<file path="src/hw/rtl/u8sd_pkg.sv">
package u8sd_pkg;

    // Widths of the stream fields.
    localparam int unsigned ByteW  = 8;
    localparam int unsigned PointW = 31;
    localparam int unsigned CountW = 3;

    // Longest sequence that a lead byte can announce.
    localparam logic [CountW-1:0] MaxSeqLen = 3'd6;

    // Largest code point kept in BMP mode.
    localparam logic [PointW-1:0] BmpMax = 31'h0000_FFFF;

    // Decoder state carried from one byte to the next.
    typedef struct packed {
        logic [CountW-1:0] seq_length;
        logic [CountW-1:0] byte_position;
        logic [PointW-1:0] partial_value;
        logic              string_failed;
    } state_t;

    // One result item, plus a flag that says whether the byte made one.
    typedef struct packed {
        logic              emit;
        logic [PointW-1:0] code_point;
        logic              point_valid;
        logic              decode_error;
        logic              string_done;
    } result_t;

endpackage

</file>
<file path="src/hw/rtl/utf8_stream_decoder_core.sv">
// Channel  | Signals                            | Contents
// ---------+------------------------------------+----------------------------------------
// s_axis   | tvalid, tready, tdata[7:0], tlast  | text_byte; tlast = end_flag
// m_axis   | tvalid, tready, tdata[31:0], tuser | code_point (bit 31 zero); tuser = flags
//          | [1:0], tlast                       | tlast = string_done
// cfg      | valid, ready, data[0]              | limit_to_bmp
//
// One byte per cycle sustained while results drain. A byte enters the input
// register, is decoded against the sequence state and moves into the result
// register when that register is free, where its result is offered until it
// is taken. Bytes that make no result leave no gap. The only stall is a full
// result register whose transfer is held by m_axis_tready. Reset clears the
// state, both valid flags and limit_to_bmp.
module utf8_stream_decoder_core (
    input  logic        clk,
    input  logic        rst_n,
    // Input stream: tdata = text_byte[7:0]
    input  logic        s_axis_tvalid,
    output logic        s_axis_tready,
    input  logic [7:0]  s_axis_tdata,
    input  logic        s_axis_tlast,
    // Result stream: tdata = code_point[30:0], zero pad[31]
    output logic        m_axis_tvalid,
    input  logic        m_axis_tready,
    output logic [31:0] m_axis_tdata,
    // tuser = point_valid[0], decode_error[1]
    output logic [1:0]  m_axis_tuser,
    output logic        m_axis_tlast,
    // Configuration write
    input  logic        cfg_valid,
    output logic        cfg_ready,
    input  logic        cfg_data
);
    import u8sd_pkg::*;

    logic              limit_reg;
    logic              in_valid_reg;
    logic [ByteW-1:0]  in_byte_reg;
    logic              in_last_reg;
    state_t            state_reg;
    state_t            state_next;
    result_t           result;
    logic              out_valid_reg;
    logic [PointW-1:0] out_point_reg;
    logic              out_pvalid_reg;
    logic              out_error_reg;
    logic              out_done_reg;
    logic              out_free;
    logic              process;

    assign cfg_ready     = 1'b1;
    assign out_free      = !out_valid_reg || m_axis_tready;
    assign process       = in_valid_reg && out_free;
    assign s_axis_tready = !in_valid_reg || process;

    // Configuration register.
    always_ff @(posedge clk or negedge rst_n)
    begin
        if (!rst_n) begin
            limit_reg <= 1'b0;
        end else if (cfg_valid) begin
            limit_reg <= cfg_data;
        end
    end

    // Input register.
    always_ff @(posedge clk or negedge rst_n)
    begin
        if (!rst_n) begin
            in_valid_reg <= 1'b0;
        end else if (s_axis_tready) begin
            in_valid_reg <= s_axis_tvalid;
        end
    end

    always_ff @(posedge clk)
    begin
        if (s_axis_tvalid && s_axis_tready) begin
            in_byte_reg <= s_axis_tdata;
            in_last_reg <= s_axis_tlast;
        end
    end

    // Decode of the held byte.
    u8sd_step u_step (
        .text_byte    (in_byte_reg),
        .end_flag     (in_last_reg),
        .limit_to_bmp (limit_reg),
        .state        (state_reg),
        .state_next   (state_next),
        .result       (result)
    );

    // Sequence state.
    always_ff @(posedge clk or negedge rst_n)
    begin
        if (!rst_n) begin
            state_reg <= '0;
        end else if (process) begin
            state_reg <= state_next;
        end
    end

    // Result register.
    always_ff @(posedge clk or negedge rst_n)
    begin
        if (!rst_n) begin
            out_valid_reg <= 1'b0;
        end else if (out_free) begin
            out_valid_reg <= process && result.emit;
        end
    end

    always_ff @(posedge clk)
    begin
        if (process && result.emit) begin
            out_point_reg  <= result.code_point;
            out_pvalid_reg <= result.point_valid;
            out_error_reg  <= result.decode_error;
            out_done_reg   <= result.string_done;
        end
    end

    assign m_axis_tvalid = out_valid_reg;
    assign m_axis_tdata  = {1'b0, out_point_reg};
    assign m_axis_tuser  = {out_error_reg, out_pvalid_reg};
    assign m_axis_tlast  = out_done_reg;

`ifndef NO_ASSERTIONS
    // An open sequence is between two and six bytes long.
    a_seq_len: assert property (@(posedge clk) disable iff (!rst_n)
        state_reg.seq_length != 3'd1 && state_reg.seq_length != 3'd7)
        else $error("sequence length out of range");

    // The byte count stays inside the open sequence, and zero when none is open.
    a_pos: assert property (@(posedge clk) disable iff (!rst_n)
        (state_reg.seq_length == 3'd0) ? (state_reg.byte_position == 3'd0)
                                       : (state_reg.byte_position < state_reg.seq_length))
        else $error("byte position outside the open sequence");

    // A failed string holds no partial sequence.
    a_fail_clear: assert property (@(posedge clk) disable iff (!rst_n)
        state_reg.string_failed |-> (state_reg.seq_length == 3'd0 &&
                                     state_reg.partial_value == '0))
        else $error("failed string kept sequence state");

    // An error is only reported on the transfer that closes the string.
    a_err_done: assert property (@(posedge clk) disable iff (!rst_n)
        (m_axis_tvalid && m_axis_tuser[1]) |-> (m_axis_tlast && !m_axis_tuser[0]))
        else $error("error flag outside a closing result");

    // A result without a point carries a zero code point.
    a_zero_point: assert property (@(posedge clk) disable iff (!rst_n)
        (m_axis_tvalid && !m_axis_tuser[0]) |-> (m_axis_tdata == 32'd0))
        else $error("code point set without point_valid");
`endif

endmodule

</file>
<file path="src/hw/rtl/u8sd_step.sv">
module u8sd_step (
    input  logic [u8sd_pkg::ByteW-1:0] text_byte,
    input  logic                       end_flag,
    input  logic                       limit_to_bmp,
    input  u8sd_pkg::state_t           state,
    output u8sd_pkg::state_t           state_next,
    output u8sd_pkg::result_t          result
);
    import u8sd_pkg::*;

    // Sequence length announced by a lead byte; zero for an invalid lead.
    function automatic logic [CountW-1:0] lead_length(input logic [ByteW-1:0] b);
        logic [CountW-1:0] len;
        begin
            priority if (b[7] == 1'b0)          len = 3'd1;
            else if (b[7:5] == 3'b110)          len = 3'd2;
            else if (b[7:4] == 4'b1110)         len = 3'd3;
            else if (b[7:3] == 5'b11110)        len = 3'd4;
            else if (b[7:2] == 6'b111110)       len = 3'd5;
            else if (b[7:1] == 7'b1111110)      len = MaxSeqLen;
            else                                len = 3'd0;
            return len;
        end
    endfunction

    // Payload bits of a lead byte for each sequence length.
    function automatic logic [ByteW-1:0] lead_mask(input logic [CountW-1:0] len);
        logic [ByteW-1:0] m;
        begin
            unique case (len)
                3'd2:    m = 8'h1F;
                3'd3:    m = 8'h0F;
                3'd4:    m = 8'h07;
                3'd5:    m = 8'h03;
                3'd6:    m = 8'h01;
                default: m = 8'h00;
            endcase
            return m;
        end
    endfunction

    // True when the third byte leaves the point overlong for its length.
    function automatic logic third_overlong(input logic [CountW-1:0] len,
                                            input logic [ByteW-1:0]  b);
        logic zero;
        begin
            unique case (len)
                3'd3:    zero = (b[6:4] == 3'd0);
                3'd4:    zero = (b[6:3] == 4'd0);
                3'd5:    zero = (b[6:2] == 5'd0);
                3'd6:    zero = (b[6:1] == 6'd0);
                3'd7:    zero = (b[6:0] == 7'd0);
                default: zero = 1'b0;
            endcase
            return zero;
        end
    endfunction

    logic [CountW-1:0] lead_len;
    logic [CountW-1:0] pos_inc;
    logic              have_point;
    logic              keep_point;
    logic [PointW-1:0] point;
    logic              err;
    state_t            st;

    assign lead_len = lead_length(text_byte);
    assign pos_inc  = state.byte_position + 3'd1;

    // Per-byte decode of a lead or continuation byte against the sequence state.
    always_comb
    begin
        st         = state;
        have_point = 1'b0;
        point      = '0;
        if (!state.string_failed) begin
            if (state.seq_length == 3'd0) begin
                if (lead_len == 3'd0 || (lead_len == 3'd2 && text_byte[4:1] == 4'd0)) begin
                    st.string_failed = 1'b1;
                end else if (lead_len == 3'd1) begin
                    have_point = 1'b1;
                    point      = {{(PointW-ByteW){1'b0}}, text_byte};
                end else begin
                    st.partial_value = {{(PointW-ByteW){1'b0}},
                                        text_byte & lead_mask(lead_len)};
                    st.seq_length    = lead_len;
                    st.byte_position = 3'd1;
                end
            end else begin
                if (text_byte[7:6] != 2'b10) begin
                    st.string_failed = 1'b1;
                end else if (state.byte_position == 3'd2 && state.partial_value == '0 &&
                             third_overlong(state.seq_length, text_byte)) begin
                    st.string_failed = 1'b1;
                end else begin
                    st.partial_value = {state.partial_value[PointW-7:0], text_byte[5:0]};
                    st.byte_position = pos_inc;
                    if (pos_inc >= state.seq_length) begin
                        have_point       = 1'b1;
                        point            = st.partial_value;
                        st.seq_length    = 3'd0;
                        st.byte_position = 3'd0;
                        st.partial_value = '0;
                    end
                end
            end
            if (st.string_failed) begin
                st.seq_length    = 3'd0;
                st.byte_position = 3'd0;
                st.partial_value = '0;
            end
        end
    end

    assign keep_point = have_point && !(limit_to_bmp && point > BmpMax);

    // Close the string on a terminator or a last byte, otherwise pass on a point that the BMP limit keeps.
    always_comb
    begin
        state_next = st;
        result     = '0;
        err        = 1'b0;
        if (text_byte == '0) begin
            err                 = state.string_failed || (state.seq_length != 3'd0);
            result.emit         = 1'b1;
            result.decode_error = err;
            result.string_done  = 1'b1;
            state_next          = '0;
        end else if (end_flag) begin
            err                 = st.string_failed || (st.seq_length != 3'd0);
            result.emit         = 1'b1;
            result.point_valid  = keep_point && !err;
            result.code_point   = (keep_point && !err) ? point : '0;
            result.decode_error = err;
            result.string_done  = 1'b1;
            state_next          = '0;
        end else if (keep_point) begin
            result.emit        = 1'b1;
            result.point_valid = 1'b1;
            result.code_point  = point;
        end
    end

endmodule
</file>
<file path="config.mk">
export PLATFORM = sky130hd
export DESIGN_NAME = utf8_stream_decoder_core
export DESIGN_NICKNAME = d
export VERILOG_FILES = /design/src/hw/rtl/u8sd_pkg.sv /design/src/hw/rtl/utf8_stream_decoder_core.sv /design/src/hw/rtl/u8sd_step.sv
export SDC_FILE = /design/constraint.sdc
export NUM_CORES = 1
export LEC_CHECK = 0
export ABC_AREA = 1
export BUFFER_PORTS_ARGS = -buffer_cell sky130_fd_sc_hd__buf_4
export CAP_MARGIN = 0
export CORE_ASPECT_RATIO = 1.1
export CORE_MARGIN = 4
export CORE_UTILIZATION = 55
export CTS_CLUSTER_DIAMETER = 150
export DETAILED_ROUTE_END_ITERATION = 8
export PLACE_DENSITY = 0.74
export SETUP_SLACK_MARGIN = 0.02
export SLEW_MARGIN = 20
export SYNTH_ARGS = -nofsm -noshare
export SYNTH_HDL_FRONTEND = slang
export SYNTH_HIERARCHICAL = 1
export SYNTH_SLANG_ARGS = --single-unit
</file>
<file path="constraint.sdc">
create_clock -name clk -period 11.89 [get_ports clk]
set_clock_uncertainty 0.05 [all_clocks]
set_input_delay 2.378 -clock clk [delete_from_list [all_inputs] [get_ports clk]]
set_output_delay 2.378 -clock clk [all_outputs]
set_load 0.01 [all_outputs]
</file>
==> summary.md, run 1 <==
| Metric | Value |
|---|---|
| Status | completed |
| Clk Latency, worst-skew pair | ~350 ps |
| Final Hold Fails | 0 |
| Post-CTS Hold Fix Bufs | 0 |
| HPWL after detailed placement | approximately 9500 µm |
| IO Count | 53 |
| Routed WL | about 15000 µm |
| Worst Hold Class | flop to flop |
| Final Cell Area | 6640 µm² |
| Post-Syn Area | about 6000 µm² |
| Setup CP Type | input port to primary output |
| Pre-CTS WS | ~6600 ps |
| Initial Util | 0.571 |
| Max-cap violation count | 0 |
| RD Place Congestion | around 0.82 |
| Non-Filler Instances | between 900 and 1000 |
| Via density | 5.67 |
| Final Cycle Share | 0.441 |
| Worst Hold Depth | 2 |
| Most frequent cells in the layout | nand2_1 (287), nand3_1 (79), nor2_1 (79), buf_4 (60), o21ai_0 (54) |
| Rows | 39 |
| Synth cell types | 37 |
| Total Routing Usage GR | 0.239 |
| Initial antenna violation count | 0 |
| CTS root buf | clkbuf_16 |
| WP buf/inv | 3 |
| Die area | around 13000 µm² |
| Static Leak | approximately 2.9 nW |
| CP cell instances | buf_4 > inv_1 > nand3_1 > buf_4 |
| Largest net degree at the start of global routing | 79 |
| Sequential share of power | 0.271 |
| Cells on worst reg2reg path | 18 |
| Die width | between 100 and 150 µm |
| P&R area growth vs syn | 10.2% |
| Worst hold endpoint | state_reg[29] |
| Core box area | approximately 11000 µm² |
| CP startpoint kind | input port |
| Vias in the first global route | between 5000 and 6000 |
| # placed instances | approximately 1000 |
| TritonCTS Sinks | 84 |
| PnR worst setup slack | between 6000 and 7000 ps |
| Max-slew headroom | 0.470 |
| Worst EP arrival | around 2800 ps |
| # Post-CTS Setup Buffers | 0 |
| Clock power share | 0.159 |
| Avg Inst Size Synth | ~7.3 µm² |
| Final ANT Viol Nets | 0 |
| Hold_sp | state_reg[29] |
| Min cycle time layout | about 5200 ps |
| Synth Instances | 827 |
| H-tree levels | 3 |
| Largest register FFs | 38 |
| F_max | 191 MHz |
| CP Data Required Time | 9460 ps |
| Final net count | 864 |
| R2R setup slack | 8150 ps |
| Combinational fraction of design power | 0.570 |
| CTS tree | built |
| DRC | 0 |
| Placed cell areas | around 6300 µm² |
| Setup-failing EPs final | 0 |
| Critical Path Max Stage Delay | about 170 ps |
| Seq/Total Area, Yosys | 0.385 |
| Ant. Diodes | 0 |
| CTS clk-pin slew, worst paths | around 70 ps |
| Sequential cell area | between 2000 and 2500 µm² |
| RSZ-0062 raised after global routing | no |
| Multi-input logic area | about 3100 µm² |
| Fillers | 979 |
| WL/cell | 15.2 µm |
| P_int | 0.000948 W |
| DRT Pass-1 Iters | 5 |
| NetSw | roughly 0.0010 W |
| Post-synth EDFFs | between 40 and 50 |
| Synth Flop Type | edfxtp_1 |
| Ys async rst share | 0.488 |
| CTS buffer count | 9 |
| Syn_nets | roughly 850 |
| CP top delay family | buffers and inverters |
| Number of gates resized after CTS | 0 |
| Slew @ Worst Pin | roughly 790 ps |
| Max-slew violations | 0 |
| Clock buffer depth | 2 |
| Post-route setup TNS | 0 ps |
| Origin of the critical flop-to-flop path | state_reg[32] |
| Highest-delay cell along the critical path | buf_4 |
| Synthesized flop and latch total | between 80 and 90 |
| Commonest non-fill, non-tap cell in the layout | nand2_1 |
| Worst r2r dst | out_point_reg[17] |
| Power Density | a little under 300 nW/µm² |
| Most used cell, CP | buf_4 |
| Hold_ws | just over 500 ps |
| Share of layout cells above drive strength 1 | 0.197 |
| Synth Warn # | 6 |
| Peak VDD IR | between 0.15 and 0.2 mV |
| CP Max Fanout | 3 |
| PortBufs | 50 |
| GR Overflow Total | 0 |
| Crit. End Element | primary output |
| Chip height | approximately 120 µm |
| Detailed-route via count | between 5000 and 6000 |
| DR iter-0 viols | about 540 |
| First-pass GRT wire length | 24900 µm |
| Sw Share | 0.515 |
[kinds of logic after synthesis]
kind of cell | share of synthesized area
buffers and inverters | 0.0960
AO/OA/AOI/OAI | 0.105
adder cells (fa/ha/maj) | 0.0104
other | 0.00125
XOR/XNOR | 0.00145
AND/OR/NAND/NOR | 0.402
flip-flops | 0.385
[cells in the mapped netlist (2+ instances only)]
| cell type | count | area (µm²) |
|---|---|---|
| buf_4 | 11 | 82.6 |
| buf_1 | 5 | 18.8 |
| nor2_2 | 11 | 68.8 |
| o21ai_0 | 54 | 270 |
| o21ai_1 | 2 | 10.0 |
| buf_12 | 4 | 80.1 |
| ha_1 | 5 | 62.6 |
| nand2_1 | 287 | 1080 |
| nand3_1 | 79 | 395 |
| conb_1 | 2 | 7.51 |
| edfxtp_1 | 43 | 1290 |
| nand2_2 | 4 | 25.0 |
| a21oi_1 | 11 | 55.1 |
| nor2_1 | 80 | 300 |
| inv_1 | 53 | 199 |
| nor2_4 | 2 | 22.5 |
| nand4_1 | 18 | 113 |
| dfrtp_1 | 41 | 1030 |
| buf_2 | 13 | 65.1 |
| a21oi_2 | 29 | 254 |
| clkbuf_1 | 17 | 63.8 |
| nor3_1 | 3 | 15.0 |
| inv_2 | 4 | 15.0 |
| nand3_2 | 29 | 290 |
| buf_6 | 3 | 33.8 |
| nand2_4 | 6 | 67.6 |
[power groups by stage]
stage,logic [W],clock network (W),registers [W]
3_3_place_gp,0.00107,0,0.000527
6_report,0.00111,0.000311,0.000530
2_1_floorplan,0.000909,0,0.000520
4_1_cts,0.00110,0.000313,0.000527
3_5_place_dp,0.00109,0,0.000532
5_1_grt,0.00123,0.000326,0.000543
[metal layers]
metal	wire [µm]	vias up	global-route usage
li1	-	2718	-
met1	6640	2664	0.326
met2	7220	217	0.387
met3	927	25	0.0302
met4	257	0	0.0931
met5	0	-	0
[worst min-delay path, delay by kind of cell (launching register included)]
kind | cells | cell delay (ps)
and+or+nand+nor | 2 | 120
DFF | 1 | 410
[how the worst max path moves through the flow]
stage,start,endpoint,cells past startpoint
2_1_floorplan,m_axis_tready,s_axis_tready,2
3_3_place_gp,m_axis_tready,s_axis_tready,4
3_5_place_dp,m_axis_tready,s_axis_tready,4
4_1_cts,m_axis_tready,s_axis_tready,4
5_1_grt,m_axis_tready,s_axis_tready,4
6_report,m_axis_tready,s_axis_tready,4
[stage by stage]
step	utilization	total power (W)
global placement	0.598	0.00159
global route	0.630	0.00209
CTS	0.630	0.00194
finish	0.630	0.00196
detailed placement	0.598	0.00162
floorplan	-	0.00143
[layout make-up]
| class | instances | area share |
|---|---|---|
| Timing Repair Buffer | 60 | 0.0678 |
| Multi-Input combinational cell | 630 | 0.471 |
| Sequential cell | 84 | 0.349 |
| Clock inverter | 7 | 0.0164 |
| Tap cell | 143 | 0.0269 |
| Clock buffer | 9 | 0.0339 |
| Inverter | 59 | 0.0345 |
(Power assumes the default switching activity.)
==> run 2: changes to the inputs <==
clock period = 5 ns   (was 11.89 ns; I/O delays follow)
==> summary.md, run 2 (synthesis results as in run 1) <==
| Metric | Value |
|---|---|
| Most used cell, CP | nand2_1 |
| Final Cycle Share | 0.771 |
| Sequential share of power | 0.285 |
| Detailed-route via count | 5610 |
| Min cycle time layout | between 3000 and 4000 ps |
| Setup CP Type | flop to flop |
| H-tree levels | 3 |
| WL/cell | 15.4 µm |
| RD Place Congestion | 0.897 |
| Max-cap violation count | 0 |
| RSZ-0062 raised after global routing | no |
| Initial antenna violation count | 0 |
| Final ANT Viol Nets | 0 |
| Worst Hold Class | flop to flop |
| Clk Latency, worst-skew pair | 350 ps |
| Crit. End Element | flop |
| Origin of the critical flop-to-flop path | state_reg[32] |
| Sw Share | 0.519 |
| CP Max Fanout | 34 |
| Final net count | roughly 860 |
| Die area | 12700 µm² |
| Worst EP arrival | 3800 ps |
| NetSw | 0.00239 W |
| CTS tree | built |
| Chip height | 118 µm |
| Commonest non-fill, non-tap cell in the layout | nand2_1 |
| Non-Filler Instances | slightly below 1000 |
| CTS root buf | clkbuf_16 |
| Worst r2r dst | out_point_reg[0] |
| IO Count | 53 |
| Largest register FFs | 38 |
| Worst setup endpoint | out_point_reg[0] |
| Rows | 39 |
| Most frequent cells in the layout | nand2_1 (287), nand3_1 (79), nor2_1 (79), buf_4 (59), o21ai_0 (54) |
| Max-slew violations | 0 |
| CP startpoint kind | flop |
| DR iter-0 viols | ~490 |
| CTS buffer count | 9 |
| Cells on worst reg2reg path | 18 |
| Max-slew headroom | 0.292 |
| Largest net degree at the start of global routing | between 50 and 60 |
| TritonCTS Sinks | between 80 and 90 |
| Static Leak | between 2 and 3 nW |
| R2R setup slack | between 1000 and 1500 ps |
| Total Routing Usage GR | 0.249 |
| First-pass GRT wire length | about 26000 µm |
| Critical Path Max Stage Delay | about 440 ps |
| Core Util, Final | 0.630 |
| CP Data Required Time | a little under 5000 ps |
| Pre-CTS WS | 1200 ps |
| Power Density | between 600 and 700 nW/µm² |
| CP cell instances | ha_1 > xor2_1 > ha_1 > a21oi_1 > nand3_1 > buf_4 > nand4_1 > nor2_1 > nor2_1 > nand2_1 > nor2_1 > nand2_1 > nand2_1 > nand2_4 > nand2_1 > inv_1 > nor2_2 > buf_4 |
| Clock power share | 0.154 |
| Initial Util | 0.571 |
| Post-route setup TNS | 0 ps |
| HPWL after detailed placement | 10100 µm |
| GR Overflow Total | 0 |
| Status | completed |
| P_int | 0.00221 W |
| P&R area growth vs syn | 10.2% |
| Die width | 108 µm |
| Share of layout cells above drive strength 1 | 0.197 |
| Via density | approximately 5.7 |
| Vias in the first global route | between 5000 and 6000 |
| Hold_ws | between 400 and 500 ps |
| Ant. Diodes | 0 |
| Routed WL | between 15000 and 20000 µm |
| Setup-failing EPs final | 0 |
| Clock buffer depth | 2 |
| Final Hold Fails | 0 |
| DRC | 0 |
| # placed instances | around 980 |
| Slew @ Worst Pin | between 1000 and 1500 ps |
| Number of gates resized after CTS | 0 |
| PortBufs | 50 |
| Highest-delay cell along the critical path | dfrtp_1 |
| Combinational fraction of design power | 0.561 |
| PnR worst setup slack | around 1100 ps |
| F_max | about 260 MHz |
| Crit. Startpoint | state_reg[32] |
| Peak VDD IR | about 0.43 mV |
| Post-CTS Hold Fix Bufs | 0 |
| # Post-CTS Setup Buffers | 0 |
| CTS clk-pin slew, worst paths | about 70 ps |
| DRT Pass-1 Iters | 5 |
| Core box area | approximately 11000 µm² |
==> run 2: power by group through the flow <==
stage          registers (W)  clock network, W  logic [W]
2_1_floorplan        0.00124                 0    0.00216
3_3_place_gp         0.00130                 0    0.00248
3_5_place_dp         0.00132                 0    0.00254
4_1_cts              0.00130          0.000717    0.00255
5_1_grt              0.00135          0.000746    0.00288
6_report             0.00131          0.000709    0.00258
==> run 2: metal layers <==
layer	vias up	GRT usage	wire length, µm
li1	2726	-	-
met4	0	0.111	459
met1	2603	0.343	6610
met2	236	0.390	7200
met3	45	0.0340	1030
met5	-	0	0
==> run 2: worst min path at each step <==
stage,from,endpoint,cells past startpoint
2_1_floorplan,limit_reg,limit_reg,2
6_report,state_reg[29],state_reg[29],2
3_3_place_gp,state_reg[31],state_reg[31],2
4_1_cts,state_reg[29],state_reg[29],2
3_5_place_dp,state_reg[29],state_reg[29],2
5_1_grt,state_reg[30],state_reg[30],2
==> run 2: stage by stage <==
stage | cell area, µm² | total power, W
after floorplan | 6020 | 0.00340
after global placement | 6300 | 0.00379
after detailed placement | 6300 | 0.00385
after CTS | 6610 | 0.00457
after global routing | 6640 | 0.00498
final | 6640 | 0.00459
==> run 2: final cells by class <==
cell class	count	area, µm²
fill	953	3900
multi-input combinational	630	3130
sequential	84	2320
timing repair buffer	60	470
inverter	59	229
clock buffer	9	225
tap	143	179
clock inverter	7	85.1
==> run 2: critical path: cells and delay by family, from the launching register on <==
kind	cells	cell delay, ps
flip-flops	1	440
buffers and inverters	3	750
AO/OA/AOI/OAI	1	130
XOR/XNOR	1	190
adder cells (fa/ha/maj)	2	530
AND/OR/NAND/NOR	11	1400
